File: config.mk
export PLATFORM = sky130hd
export DESIGN_NAME = coulomb_counter_soc
export DESIGN_NICKNAME = d
export VERILOG_FILES = /design/src/rtl/ccsoc_pkg.sv /design/src/rtl/ccsoc_div.sv /design/src/rtl/ccsoc_dp.sv /design/src/rtl/ccsoc_ctrl.sv /design/src/rtl/coulomb_counter_soc.sv
export SDC_FILE = /design/constraint.sdc
export NUM_CORES = 2
export LEC_CHECK = 0
export ABC_AREA = 1
export BUFFER_PORTS_ARGS = -buffer_cell sky130_fd_sc_hd__buf_2
export CAP_MARGIN = 30
export CORE_MARGIN = 2
export CORE_UTILIZATION = 40
export CTS_BUF_LIST = sky130_fd_sc_hd__clkbuf_8
export CTS_CLUSTER_SIZE = 16
export DETAILED_ROUTE_END_ITERATION = 7
export PLACE_DENSITY = 0.55
export SLEW_MARGIN = 10
export SYNTH_ARGS = -nofsm -noshare
export SYNTH_HDL_FRONTEND = slang
export SYNTH_HIERARCHICAL = 1
export SYNTH_SLANG_ARGS = --single-unit
File: constraint.sdc
create_clock -name i_clk -period 6.4 [get_ports i_clk]
set_clock_uncertainty 0.15 [all_clocks]
set_input_delay 0.96 -clock i_clk [delete_from_list [all_inputs] [get_ports i_clk]]
set_output_delay 0.96 -clock i_clk [all_outputs]
set_load 0.01 [all_outputs]
File: src/rtl/ccsoc_pkg.sv
// ----------------------------------------------------------------------------
// ccsoc_pkg
// Shared types and constants of the coulomb counting state-of-charge gauge.
// ----------------------------------------------------------------------------
`default_nettype none

package ccsoc_pkg;

    // Field widths
    localparam int OP_W     = 2;
    localparam int TIME_W   = 32;
    localparam int CUR_W    = 19;
    localparam int MV_W     = 16;
    localparam int MA_W     = 18;
    localparam int CAP_W    = 20;
    localparam int HOLD_W   = 11;
    localparam int SOC_W    = 27;

    // Stream widths
    localparam int S_TDATA_W = 96;
    localparam int S_TUSER_W = OP_W;
    localparam int M_TDATA_W = 32;

    // Configuration port
    localparam int CFG_IDX_W  = 3;
    localparam int CFG_DATA_W = 27;

    // Datapath widths
    localparam int DT_W     = 22;   // valid dt never exceeds one hour in ms
    localparam int SUM_W    = CUR_W + 1;
    localparam int PROD_W   = 44;
    localparam int DVD_W    = 48;
    localparam int DSR_W    = 24;
    localparam int ACC_W    = 50;
    localparam int HOLDMS_W = 27;

    localparam logic [TIME_W-1:0] MAX_DT_MS  = 32'd3600000;
    localparam logic [15:0]       MS_PER_MIN = 16'd60000;
    localparam logic [SOC_W-1:0]  FULL_SCALE = 27'd100000000;

    // Operation codes
    localparam logic [OP_W-1:0] OP_SAMPLE = 2'd0;
    localparam logic [OP_W-1:0] OP_CAL    = 2'd1;
    localparam logic [OP_W-1:0] OP_LOAD   = 2'd2;

    // Register indexes
    localparam logic [CFG_IDX_W-1:0] REG_CAPACITY = 3'd0;
    localparam logic [CFG_IDX_W-1:0] REG_FULL_MV  = 3'd1;
    localparam logic [CFG_IDX_W-1:0] REG_FULL_MA  = 3'd2;
    localparam logic [CFG_IDX_W-1:0] REG_HOLD_MIN = 3'd3;
    localparam logic [CFG_IDX_W-1:0] REG_EMPTY_MV = 3'd4;
    localparam logic [CFG_IDX_W-1:0] REG_TOP_MV   = 3'd5;
    localparam logic [CFG_IDX_W-1:0] REG_FLOOR    = 3'd6;
    localparam logic [CFG_IDX_W-1:0] REG_CEILING  = 3'd7;

    // Register reset values
    localparam logic [CAP_W-1:0]  RST_CAPACITY = 20'd100000;
    localparam logic [MV_W-1:0]   RST_FULL_MV  = 16'd28800;
    localparam logic [MA_W-1:0]   RST_FULL_MA  = 18'd2000;
    localparam logic [HOLD_W-1:0] RST_HOLD_MIN = 11'd30;
    localparam logic [MV_W-1:0]   RST_EMPTY_MV = 16'd20000;
    localparam logic [MV_W-1:0]   RST_TOP_MV   = 16'd29200;
    localparam logic [SOC_W-1:0]  RST_FLOOR    = 27'd0;
    localparam logic [SOC_W-1:0]  RST_CEILING  = 27'd100000000;

    typedef enum logic [2:0] {
        S_IDLE,
        S_PREP,
        S_MUL,
        S_SCALE,
        S_DIV_GO,
        S_DIV_WAIT,
        S_ACC,
        S_COMMIT
    } t_state;

    typedef struct packed {
        logic load;
        logic prep;
        logic mul;
        logic scale;
        logic div_go;
        logic acc;
        logic commit;
    } t_cmd;

    typedef struct packed {
        logic [OP_W-1:0] op;
        logic            need_div;
        logic            div_done;
    } t_status;

endpackage

`default_nettype wire

File: src/rtl/ccsoc_div.sv
// ----------------------------------------------------------------------------
// ccsoc_div
// Restoring unsigned divider, one quotient bit per cycle.
// ----------------------------------------------------------------------------
`default_nettype none

module ccsoc_div (
    input  wire logic                        i_clk,
    input  wire logic                        i_rst_n,
    input  wire logic                        i_start,
    input  wire logic [ccsoc_pkg::DVD_W-1:0] i_dividend,
    input  wire logic [ccsoc_pkg::DSR_W-1:0] i_divisor,
    output logic                             o_done,
    output logic [ccsoc_pkg::DVD_W-1:0]      o_quotient
);

    localparam int DVD_W = ccsoc_pkg::DVD_W;
    localparam int DSR_W = ccsoc_pkg::DSR_W;
    localparam int CNT_W = $clog2(DVD_W);

    logic             r_busy;
    logic             r_done;
    logic [CNT_W-1:0] r_cnt;
    logic [DVD_W-1:0] r_quo;
    logic [DSR_W-1:0] r_rem;
    logic [DSR_W-1:0] r_dsr;

    logic [DSR_W:0]   n_rem_sh;
    logic             n_ge;
    logic [DSR_W:0]   n_rem_diff;

    always_comb begin
        n_rem_sh   = {r_rem, r_quo[DVD_W-1]};
        n_ge       = n_rem_sh >= {1'b0, r_dsr};
        n_rem_diff = n_ge ? (n_rem_sh - {1'b0, r_dsr}) : n_rem_sh;
    end

    always_ff @(posedge i_clk) begin
        if (!i_rst_n) begin
            r_busy <= 1'b0;
            r_done <= 1'b0;
            r_cnt  <= '0;
        end else begin
            r_done <= r_busy && (r_cnt == '0);
            if (i_start) begin
                r_busy <= 1'b1;
                r_cnt  <= CNT_W'(DVD_W - 1);
            end else if (r_busy) begin
                if (r_cnt == '0) begin
                    r_busy <= 1'b0;
                end else begin
                    r_cnt <= r_cnt - 1'b1;
                end
            end
        end
    end

    // Dividend shifts out at the top while quotient bits enter at the bottom
    always_ff @(posedge i_clk) begin
        if (i_start) begin
            r_quo <= i_dividend;
            r_rem <= '0;
            r_dsr <= i_divisor;
        end else if (r_busy) begin
            r_quo <= {r_quo[DVD_W-2:0], n_ge};
            r_rem <= n_rem_diff[DSR_W-1:0];
        end
    end

    assign o_done     = r_done;
    assign o_quotient = r_quo;

endmodule

`default_nettype wire

File: src/rtl/ccsoc_dp.sv
// ----------------------------------------------------------------------------
// ccsoc_dp
// Gauge datapath: configuration, gauge state, charge arithmetic and result.
// ----------------------------------------------------------------------------
`default_nettype none

module ccsoc_dp (
    input  wire logic                             i_clk,
    input  wire logic                             i_rst_n,
    input  wire ccsoc_pkg::t_cmd                  i_cmd,
    output ccsoc_pkg::t_status                    o_status,
    input  wire logic [ccsoc_pkg::S_TDATA_W-1:0]  i_in_data,
    input  wire logic [ccsoc_pkg::S_TUSER_W-1:0]  i_in_user,
    input  wire logic                             i_cfg_we,
    input  wire logic [ccsoc_pkg::CFG_IDX_W-1:0]  i_cfg_index,
    input  wire logic [ccsoc_pkg::CFG_DATA_W-1:0] i_cfg_data,
    output logic [ccsoc_pkg::M_TDATA_W-1:0]       o_out_data
);

    localparam int OP_W     = ccsoc_pkg::OP_W;
    localparam int TIME_W   = ccsoc_pkg::TIME_W;
    localparam int CUR_W    = ccsoc_pkg::CUR_W;
    localparam int MV_W     = ccsoc_pkg::MV_W;
    localparam int MA_W     = ccsoc_pkg::MA_W;
    localparam int CAP_W    = ccsoc_pkg::CAP_W;
    localparam int HOLD_W   = ccsoc_pkg::HOLD_W;
    localparam int SOC_W    = ccsoc_pkg::SOC_W;
    localparam int DT_W     = ccsoc_pkg::DT_W;
    localparam int SUM_W    = ccsoc_pkg::SUM_W;
    localparam int PROD_W   = ccsoc_pkg::PROD_W;
    localparam int DVD_W    = ccsoc_pkg::DVD_W;
    localparam int DSR_W    = ccsoc_pkg::DSR_W;
    localparam int ACC_W    = ccsoc_pkg::ACC_W;
    localparam int HOLDMS_W = ccsoc_pkg::HOLDMS_W;

    // Configuration registers
    logic [CAP_W-1:0]  r_capacity;
    logic [MV_W-1:0]   r_full_mv;
    logic [MA_W-1:0]   r_full_ma;
    logic [HOLD_W-1:0] r_hold_min;
    logic [MV_W-1:0]   r_empty_mv;
    logic [MV_W-1:0]   r_top_mv;
    logic [SOC_W-1:0]  r_floor;
    logic [SOC_W-1:0]  r_ceiling;

    // Gauge state
    logic [SOC_W-1:0]        r_soc;
    logic [TIME_W-1:0]       r_last_time;
    logic signed [CUR_W-1:0] r_prev_cur;
    logic                    r_tracking;
    logic [TIME_W-1:0]       r_start_time;
    logic                    r_recal;

    // Item being worked on
    logic [OP_W-1:0]         r_op;
    logic [TIME_W-1:0]       r_now;
    logic signed [CUR_W-1:0] r_cur;
    logic [MV_W-1:0]         r_mv;
    logic [SOC_W-1:0]        r_val;

    // Working registers
    logic [DT_W-1:0]          r_dt;
    logic                     r_dt_ok;
    logic signed [SUM_W-1:0]  r_csum;
    logic [HOLDMS_W-1:0]      r_hold_ms;
    logic                     r_cal_hi;
    logic                     r_cal_lo;
    logic [MV_W-1:0]          r_diff;
    logic signed [PROD_W-1:0] r_prod;
    logic [DVD_W-1:0]         r_dvd;
    logic [DSR_W-1:0]         r_dsr;
    logic                     r_neg;
    logic signed [ACC_W-1:0]  r_acc;

    // Result register
    logic [SOC_W-1:0] r_out_soc;
    logic             r_out_full;
    logic             r_out_recal;

    logic             div_done;
    logic [DVD_W-1:0] div_quo;

    function automatic logic [SOC_W-1:0] clamp_soc(
        input logic signed [ACC_W-1:0] s,
        input logic [SOC_W-1:0]        lo,
        input logic [SOC_W-1:0]        hi
    );
        logic signed [ACC_W-1:0] t;
        t = s;
        if (t > $signed({{(ACC_W-SOC_W){1'b0}}, hi})) begin
            t = $signed({{(ACC_W-SOC_W){1'b0}}, hi});
        end
        if (t < $signed({{(ACC_W-SOC_W){1'b0}}, lo})) begin
            t = $signed({{(ACC_W-SOC_W){1'b0}}, lo});
        end
        return t[SOC_W-1:0];
    endfunction

    ccsoc_div u_div (
        .i_clk      (i_clk),
        .i_rst_n    (i_rst_n),
        .i_start    (i_cmd.div_go),
        .i_dividend (r_dvd),
        .i_divisor  (r_dsr),
        .o_done     (div_done),
        .o_quotient (div_quo)
    );

    assign o_status.op       = r_op;
    assign o_status.need_div = ((r_op == ccsoc_pkg::OP_SAMPLE) && r_dt_ok) ||
                               ((r_op == ccsoc_pkg::OP_CAL) && !r_cal_hi && !r_cal_lo);
    assign o_status.div_done = div_done;

    // Configuration writes
    always_ff @(posedge i_clk) begin
        if (!i_rst_n) begin
            r_capacity <= ccsoc_pkg::RST_CAPACITY;
            r_full_mv  <= ccsoc_pkg::RST_FULL_MV;
            r_full_ma  <= ccsoc_pkg::RST_FULL_MA;
            r_hold_min <= ccsoc_pkg::RST_HOLD_MIN;
            r_empty_mv <= ccsoc_pkg::RST_EMPTY_MV;
            r_top_mv   <= ccsoc_pkg::RST_TOP_MV;
            r_floor    <= ccsoc_pkg::RST_FLOOR;
            r_ceiling  <= ccsoc_pkg::RST_CEILING;
        end else if (i_cfg_we) begin
            case (i_cfg_index)
                ccsoc_pkg::REG_CAPACITY: r_capacity <= i_cfg_data[CAP_W-1:0];
                ccsoc_pkg::REG_FULL_MV:  r_full_mv  <= i_cfg_data[MV_W-1:0];
                ccsoc_pkg::REG_FULL_MA:  r_full_ma  <= i_cfg_data[MA_W-1:0];
                ccsoc_pkg::REG_HOLD_MIN: r_hold_min <= i_cfg_data[HOLD_W-1:0];
                ccsoc_pkg::REG_EMPTY_MV: r_empty_mv <= i_cfg_data[MV_W-1:0];
                ccsoc_pkg::REG_TOP_MV:   r_top_mv   <= i_cfg_data[MV_W-1:0];
                ccsoc_pkg::REG_FLOOR:    r_floor    <= i_cfg_data[SOC_W-1:0];
                ccsoc_pkg::REG_CEILING:  r_ceiling  <= i_cfg_data[SOC_W-1:0];
                default: ;
            endcase
        end
    end

    // Arithmetic steps
    logic [TIME_W-1:0]        n_dt;
    logic signed [42:0]       n_prod_smp;
    logic [42:0]              n_prod_cal;
    logic [PROD_W-1:0]        n_mag;
    logic [DVD_W-1:0]         n_mag48;
    logic [CAP_W-1:0]         n_cap_eff;
    logic signed [ACC_W-1:0]  n_q_s;
    logic signed [ACC_W-1:0]  n_base;

    always_comb begin
        n_dt       = r_now - r_last_time;
        n_prod_smp = r_csum * $signed({1'b0, r_dt});
        n_prod_cal = 43'(r_diff) * 43'(ccsoc_pkg::FULL_SCALE);
        n_mag      = r_prod[PROD_W-1] ? PROD_W'(-r_prod) : PROD_W'(r_prod);
        n_mag48    = DVD_W'(n_mag);
        n_cap_eff  = (r_capacity == '0) ? CAP_W'(1) : r_capacity;
        n_q_s      = $signed({{(ACC_W-DVD_W){1'b0}}, div_quo});
        n_base     = (r_op == ccsoc_pkg::OP_SAMPLE) ?
                     $signed({{(ACC_W-SOC_W){1'b0}}, r_soc}) : '0;
    end

    always_ff @(posedge i_clk) begin
        if (i_cmd.load) begin
            r_op  <= i_in_user;
            r_now <= i_in_data[31:0];
            r_cur <= $signed(i_in_data[50:32]);
            r_mv  <= i_in_data[66:51];
            r_val <= i_in_data[93:67];
        end
        if (i_cmd.prep) begin
            r_dt      <= n_dt[DT_W-1:0];
            r_dt_ok   <= (n_dt != '0) && (n_dt <= ccsoc_pkg::MAX_DT_MS);
            r_csum    <= $signed({r_cur[CUR_W-1], r_cur}) +
                         $signed({r_prev_cur[CUR_W-1], r_prev_cur});
            r_hold_ms <= HOLDMS_W'(HOLDMS_W'(r_hold_min) *
                                   HOLDMS_W'(ccsoc_pkg::MS_PER_MIN));
            r_cal_hi  <= r_mv >= r_top_mv;
            r_cal_lo  <= r_mv <= r_empty_mv;
            r_diff    <= r_mv - r_empty_mv;
        end
        if (i_cmd.mul) begin
            if (r_op == ccsoc_pkg::OP_SAMPLE) begin
                r_prod <= $signed({n_prod_smp[42], n_prod_smp});
            end else begin
                r_prod <= $signed({1'b0, n_prod_cal});
            end
        end
        // Samples: charge scaled by 125 as shift-and-add, divisor 9 * capacity; calibrations divide by the voltage span
        if (i_cmd.scale) begin
            if (r_op == ccsoc_pkg::OP_SAMPLE) begin
                r_dvd <= (n_mag48 << 7) - (n_mag48 << 2) + n_mag48;
                r_neg <= r_prod[PROD_W-1];
                r_dsr <= {1'b0, n_cap_eff, 3'b000} + DSR_W'(n_cap_eff);
            end else begin
                r_dvd <= n_mag48;
                r_neg <= 1'b0;
                r_dsr <= DSR_W'(r_top_mv - r_empty_mv);
            end
        end
        if (i_cmd.acc) begin
            r_acc <= n_base + (r_neg ? -n_q_s : n_q_s);
        end
    end

    // Commit of the item into the gauge state
    logic [CUR_W-1:0]  n_cur_mag;
    logic              n_cond;
    logic [TIME_W-1:0] n_start_eff;
    logic [TIME_W-1:0] n_elapsed;
    logic              n_hit;

    logic [SOC_W-1:0]        n_soc;
    logic [TIME_W-1:0]       n_last_time;
    logic signed [CUR_W-1:0] n_prev_cur;
    logic                    n_tracking;
    logic [TIME_W-1:0]       n_start_time;
    logic                    n_recal;

    always_comb begin
        n_cur_mag   = r_cur[CUR_W-1] ? (~r_cur + 1'b1) : r_cur;
        n_cond      = (r_mv >= r_full_mv) && (n_cur_mag < {1'b0, r_full_ma});
        n_start_eff = r_tracking ? r_start_time : r_now;
        n_elapsed   = r_now - n_start_eff;
        n_hit       = n_cond && !r_recal &&
                      (n_elapsed >= TIME_W'(r_hold_ms));

        n_soc        = r_soc;
        n_last_time  = r_last_time;
        n_prev_cur   = r_prev_cur;
        n_tracking   = r_tracking;
        n_start_time = r_start_time;
        n_recal      = r_recal;

        case (r_op)
            ccsoc_pkg::OP_SAMPLE: begin
                if (r_dt_ok) begin
                    if (n_cond) begin
                        n_tracking   = 1'b1;
                        n_start_time = n_start_eff;
                    end else begin
                        n_tracking   = 1'b0;
                        n_start_time = '0;
                    end
                    if (n_hit) begin
                        n_recal = 1'b1;
                        n_soc   = clamp_soc($signed({{(ACC_W-SOC_W){1'b0}}, r_ceiling}),
                                            r_floor, r_ceiling);
                    end else begin
                        n_soc   = clamp_soc(r_acc, r_floor, r_ceiling);
                    end
                end
                n_prev_cur  = r_cur;
                n_last_time = r_now;
            end
            ccsoc_pkg::OP_CAL: begin
                if (r_cal_hi) begin
                    n_soc = r_ceiling;
                end else if (r_cal_lo) begin
                    n_soc = r_floor;
                end else begin
                    n_soc = clamp_soc(r_acc, r_floor, r_ceiling);
                end
                n_recal    = 1'b0;
                n_prev_cur = '0;
            end
            ccsoc_pkg::OP_LOAD: begin
                n_soc = clamp_soc($signed({{(ACC_W-SOC_W){1'b0}}, r_val}),
                                  r_floor, r_ceiling);
            end
            default: ;
        endcase
    end

    always_ff @(posedge i_clk) begin
        if (!i_rst_n) begin
            r_soc        <= '0;
            r_last_time  <= '0;
            r_prev_cur   <= '0;
            r_tracking   <= 1'b0;
            r_start_time <= '0;
            r_recal      <= 1'b0;
        end else if (i_cmd.commit) begin
            r_soc        <= n_soc;
            r_last_time  <= n_last_time;
            r_prev_cur   <= n_prev_cur;
            r_tracking   <= n_tracking;
            r_start_time <= n_start_time;
            r_recal      <= n_recal;
        end
    end

    always_ff @(posedge i_clk) begin
        if (i_cmd.commit) begin
            r_out_soc   <= n_soc;
            r_out_full  <= n_tracking;
            r_out_recal <= n_recal;
        end
    end

    assign o_out_data = {3'b000, r_out_recal, r_out_full, r_out_soc};

endmodule

`default_nettype wire

File: src/rtl/ccsoc_ctrl.sv
// ----------------------------------------------------------------------------
// ccsoc_ctrl
// Gauge sequencer: steps one item through the datapath and owns both handshakes.
// ----------------------------------------------------------------------------
`default_nettype none

module ccsoc_ctrl (
    input  wire logic               i_clk,
    input  wire logic               i_rst_n,
    input  wire logic               i_in_valid,
    output logic                    o_in_ready,
    output logic                    o_out_valid,
    input  wire logic               i_out_ready,
    input  wire ccsoc_pkg::t_status i_status,
    output ccsoc_pkg::t_cmd         o_cmd
);

    ccsoc_pkg::t_state r_state;
    ccsoc_pkg::t_state n_state;
    logic              r_out_valid;
    logic              n_out_valid;
    logic              out_free;
    logic              run_op;

    assign out_free = !r_out_valid || i_out_ready;
    assign run_op   = (i_status.op == ccsoc_pkg::OP_SAMPLE) ||
                      (i_status.op == ccsoc_pkg::OP_CAL);

    always_comb begin
        n_state = r_state;
        case (r_state)
            ccsoc_pkg::S_IDLE:     if (i_in_valid) n_state = ccsoc_pkg::S_PREP;
            ccsoc_pkg::S_PREP:     n_state = run_op ? ccsoc_pkg::S_MUL : ccsoc_pkg::S_COMMIT;
            ccsoc_pkg::S_MUL:      n_state = i_status.need_div ? ccsoc_pkg::S_SCALE
                                                               : ccsoc_pkg::S_COMMIT;
            ccsoc_pkg::S_SCALE:    n_state = ccsoc_pkg::S_DIV_GO;
            ccsoc_pkg::S_DIV_GO:   n_state = ccsoc_pkg::S_DIV_WAIT;
            ccsoc_pkg::S_DIV_WAIT: if (i_status.div_done) n_state = ccsoc_pkg::S_ACC;
            ccsoc_pkg::S_ACC:      n_state = ccsoc_pkg::S_COMMIT;
            ccsoc_pkg::S_COMMIT:   if (out_free) n_state = ccsoc_pkg::S_IDLE;
            default:               n_state = ccsoc_pkg::S_IDLE;
        endcase
    end

    always_comb begin
        o_cmd      = '0;
        o_in_ready = 1'b0;
        case (r_state)
            ccsoc_pkg::S_IDLE: begin
                o_in_ready = 1'b1;
                o_cmd.load = i_in_valid;
            end
            ccsoc_pkg::S_PREP:   o_cmd.prep   = 1'b1;
            ccsoc_pkg::S_MUL:    o_cmd.mul    = i_status.need_div;
            ccsoc_pkg::S_SCALE:  o_cmd.scale  = 1'b1;
            ccsoc_pkg::S_DIV_GO: o_cmd.div_go = 1'b1;
            ccsoc_pkg::S_ACC:    o_cmd.acc    = 1'b1;
            ccsoc_pkg::S_COMMIT: o_cmd.commit = out_free;
            default: ;
        endcase
    end

    // Hold the result until taken; a new commit refills the slot
    always_comb begin
        n_out_valid = r_out_valid;
        if (o_cmd.commit) begin
            n_out_valid = 1'b1;
        end else if (i_out_ready) begin
            n_out_valid = 1'b0;
        end
    end

    always_ff @(posedge i_clk) begin
        if (!i_rst_n) begin
            r_state     <= ccsoc_pkg::S_IDLE;
            r_out_valid <= 1'b0;
        end else begin
            r_state     <= n_state;
            r_out_valid <= n_out_valid;
        end
    end

    assign o_out_valid = r_out_valid;

endmodule

`default_nettype wire

File: src/rtl/coulomb_counter_soc.sv
// ----------------------------------------------------------------------------
// coulomb_counter_soc: coulomb counting state-of-charge gauge, micro-percent
// Items are worked on one at a time: a sample or calibration that divides
// passes through the serial divider before its result is registered; one that
// skips the divide, a load or an unused op does not. The next item is taken
// the cycle after the result is registered, later while the result waits.
// Synchronous active-low reset clears the gauge state and restores register
// defaults.
// ----------------------------------------------------------------------------
`default_nettype none

module coulomb_counter_soc (
    input  wire logic                             i_clk,
    input  wire logic                             i_rst_n,

    // Input items
    input  wire logic                             s_tvalid,
    output logic                                  s_tready,
    // tdata, from bit 0: now_ms[31:0], current_ma[50:32], voltage_mv[66:51],
    //                    soc_value[93:67], zero pad [95:94]
    input  wire logic [ccsoc_pkg::S_TDATA_W-1:0]  s_tdata,
    // tuser: op[1:0]
    input  wire logic [ccsoc_pkg::S_TUSER_W-1:0]  s_tuser,

    // Result items
    output logic                                  m_tvalid,
    input  wire logic                             m_tready,
    // tdata, from bit 0: soc_upct[26:0], full_flag[27], recal_flag[28],
    //                    zero pad [31:29]
    output logic [ccsoc_pkg::M_TDATA_W-1:0]       m_tdata,

    // Configuration writes
    input  wire logic                             i_cfg_we,
    input  wire logic [ccsoc_pkg::CFG_IDX_W-1:0]  i_cfg_index,
    input  wire logic [ccsoc_pkg::CFG_DATA_W-1:0] i_cfg_data
);

    // The sequencer walks each item through those of these steps it needs:
    //   accept  - latch the item
    //   prep    - elapsed time, current sum, hold time in ms, voltage rails
    //   mul     - current sum times dt, or voltage span times full scale
    //   scale   - take magnitude, times 125, divisor 9 * capacity (or span)
    //   div     - one quotient bit per cycle, serial over the dividend
    //   acc     - add signed charge to the stored SOC (calibration: quotient)
    //   commit  - full-charge detector, clamp, state update, result register
    // The commit waits while the result register still holds an untaken item,
    // so no item is ever dropped or overwritten.

    ccsoc_pkg::t_cmd    cmd;
    ccsoc_pkg::t_status status;

    ccsoc_ctrl u_ctrl (
        .i_clk       (i_clk),
        .i_rst_n     (i_rst_n),
        .i_in_valid  (s_tvalid),
        .o_in_ready  (s_tready),
        .o_out_valid (m_tvalid),
        .i_out_ready (m_tready),
        .i_status    (status),
        .o_cmd       (cmd)
    );

    // Config goes straight to datapath; user writes only while idle, unenforced
    ccsoc_dp u_dp (
        .i_clk       (i_clk),
        .i_rst_n     (i_rst_n),
        .i_cmd       (cmd),
        .o_status    (status),
        .i_in_data   (s_tdata),
        .i_in_user   (s_tuser),
        .i_cfg_we    (i_cfg_we),
        .i_cfg_index (i_cfg_index),
        .i_cfg_data  (i_cfg_data),
        .o_out_data  (m_tdata)
    );

endmodule

`default_nettype wire

==> results.md <==
* Run status: complete, but fails checks
* Violated checks: setup timing
* TNS Setup at -6170 ps
* Setup violations, final at 21
* Largest net degree at the start of global routing at 87
* Max transition margin at 37.0%
* Layout cells sized above 1 at 10.8%
* Most frequent cells in the layout: nand2_1 (1944), inv_1 (1778), ha_1 (784), a21oi_1 (747), nor2_1 (563)
* Max-cap violations at 0
* Fin crit share at 108%
* Iter 0 DRT Violations at 4163
* Met3 wire len at 11.5 mm
* Initial Utilization at 40.3%
* Top FF cell, synth: edfxtp_1
* Root Driver: clkbuf_8
* Initial antenna violation count at 21
* Final Hold Violating Endpoints at 0
* Yosys cell types at 68
* Startpoint class of the critical path: flop
* Final HPWL DP at 191 mm
* RSZ-0062 raised after global routing: yes
* I/O Pins at 167
* Crit path max fanout at 9
* Clock Sinks at 746
* Fin. max-slew vios at 0
* Syn Area/Cell at 7.85 sq um
* Layout Nets at 11.4k
* Chip Width at 433 microns
* H-tree depth at 4
* Most common cell after layout, fill and taps aside: nand2_1
* Slowest CP cell: fa_1
* WP data required at 6890 ps
* CTS tree: built
* Mapped Area at 73800 sq um
* Syn. warnings at 6
* M1 wire length at 99.9 mm
* DRC at 0
* Total wire length at 239 mm
* Port-buffer cells at 161
* Hold Path Class: input port to flop
* Area Overhead vs Synth at 14.8%
* Clock Latency Late Sink at 980 ps
* First-pass GRT wire length at 370 mm
* Core outline area at 183000 sq um
* DIE HEIGHT at 433 microns
* Number of CTS-inserted buffers at 145
* GRT Total Usage at 25.7%
* Setup ws final at -524 ps
* Sequential area share after synthesis at 26.3%
* Vias/cell at 5.09
* Tmin final at 6920 ps
* Cell row count at 157
* CP max stage delay at 560 ps
* DR top layer: met5
* Vias in the first global route at 64.7k
* Critical Path AT at 7410 ps
* Yosys reg bits at 746
* WL met2 at 116 mm
* GR Overflow Total at 0
* Router iterations before antenna repair at 6
* DRT antenna net count at 0
* Ys async rst share at 0%
* Crit path kind: flop to flop
* Die Footprint at 188000 sq um
* WL per Instance at 19.2 microns
* RePlAce Congestion at 0.961
* Final Cell Area at 84700 sq um
* DR vias at 63.6k
* Clock transition at path regs at 80 ps
* Synth Instances at 9401
* Post-synth EDFFs at 447
* Deepest clock path buffer count at 3
* Max Freq at 144 MHz
* Placed cell areas at 79900 sq um
* Slew @ Worst Pin at 944 ps
* Cell mode on critical path: fa_1
* CP Capture Type: flop
[layer usage]
metal  global-route usage (%)  up-vias
met5                        0        -
met4                     12.7        6
met3                     3.34      512
met2                     44.5     1604
met1                     31.3    30300
li1                         -    31200
[worst max-delay path: cells and delay by family (launching register included)]
family	cells	cell delay (ps)
adder cells (fa/ha/maj)	8	3700
buffers and inverters	9	760
flip-flops	1	420
AO/OA/AOI/OAI	10	1420
AND/OR/NAND/NOR	2	130
[synth_stat cells (all sizes together), types with 34 or more instances]
library cell | count | area, sq um
o21ai | 586 | 2990
xnor2 | 110 | 963
nand2 | 1986 | 7500
clkbuf | 275 | 1030
xor2 | 220 | 1950
nand3 | 394 | 2050
inv | 1780 | 6680
o21a | 34 | 255
fa | 546 | 10900
o211ai | 41 | 308
nor2 | 609 | 2380
a21oi | 785 | 3950
ha | 802 | 10000
nand4 | 75 | 475
or2 | 37 | 231
dfxtp | 299 | 5990
nor3 | 86 | 482
edfxtp | 447 | 13400
buf | 36 | 226
[repair_timing]
| item | CTS | global route |
|---|---|---|
| endpoints found under the hold margin | 94 | 0 |
| endpoints found under the setup margin | 25 | 36 |
| pin swaps | 15 | 28 |
| gates resized for setup | 52 | 119 |
| hold buffers | 94 | 0 |
| setup buffers | 6 | 17 |
[stage by stage]
step,hold slack (ps),util (%),worst slack [ps],std cells
after detailed placement,256,43.6,-730,12100
final,99.2,46.3,-524,12500
after floorplan,250,-,-32.0,9403
after CTS,16.3,45.9,-543,12500
after global routing,46.3,46.2,-753,12500
after global placement,252,43.6,-659,12100
[flip-flops by register name, summed over array words and instances, names as in the netlist, 20 cells and up]
register / cells
u_dp/r_now: 32
u_dp/r_soc: 27
u_dp/u_div/r_dsr: 24
u_dp/r_dvd: 48
u_dp/r_ceiling: 27
u_dp/r_dsr: 24
u_dp/r_out_soc: 27
u_dp/r_val: 27
u_dp/r_dt: 22
u_dp/u_div/r_rem: 24
u_dp/r_last_time: 32
u_dp/r_hold_ms: 22
u_dp/r_start_time: 32
u_dp/r_csum: 20
u_dp/r_capacity: 20
u_dp/r_floor: 27
u_dp/r_acc: 50
u_dp/r_prod: 44
u_dp/u_div/o_quotient: 48
[final timing paths]
check                         end            from  depth (start not counted)  slack, ps
max reg2reg       u_dp/r_prod[39]  u_dp/r_csum[2]                         29       -520
max               u_dp/r_prod[39]  u_dp/r_csum[2]                         29       -520
min                  u_dp/r_mv[6]     s_tdata[57]                          1        100
min reg2reg  u_dp/u_div/r_dsr[19]  u_dp/r_dsr[19]                          0        260
[kinds of logic (layout without fill, tap and decap cells)]
| family | Yosys count | after routing | share of synthesized area (%) |
|---|---|---|---|
| compound gates | 1605 | 1605 | 11.8 |
| xor+xnor | 330 | 330 | 3.95 |
| fa+ha+maj | 1348 | 1348 | 28.4 |
| buf+inv | 2097 | 2710 | 10.8 |
| flops | 746 | 746 | 26.3 |
| mux | 30 | 30 | 0.407 |
| other cells | 1 | 17 | 0.00508 |
| simple gates | 3244 | 3244 | 18.3 |
[layout make-up]
class / instances / area, sq um
antenna: 14 / 35.0
multi-input combinational: 6560 / 47200
tap: 2464 / 3080
clock inverter: 104 / 833
sequential: 746 / 19400
inverter: 1786 / 6710
clock buffer: 162 / 2230
fill: 18400 / 98400
timing repair buffer: 658 / 5240
Power is left out: the tool's default activity adds up to more than one toggle a clock period on the data nets, which glitch-free logic cannot reach.
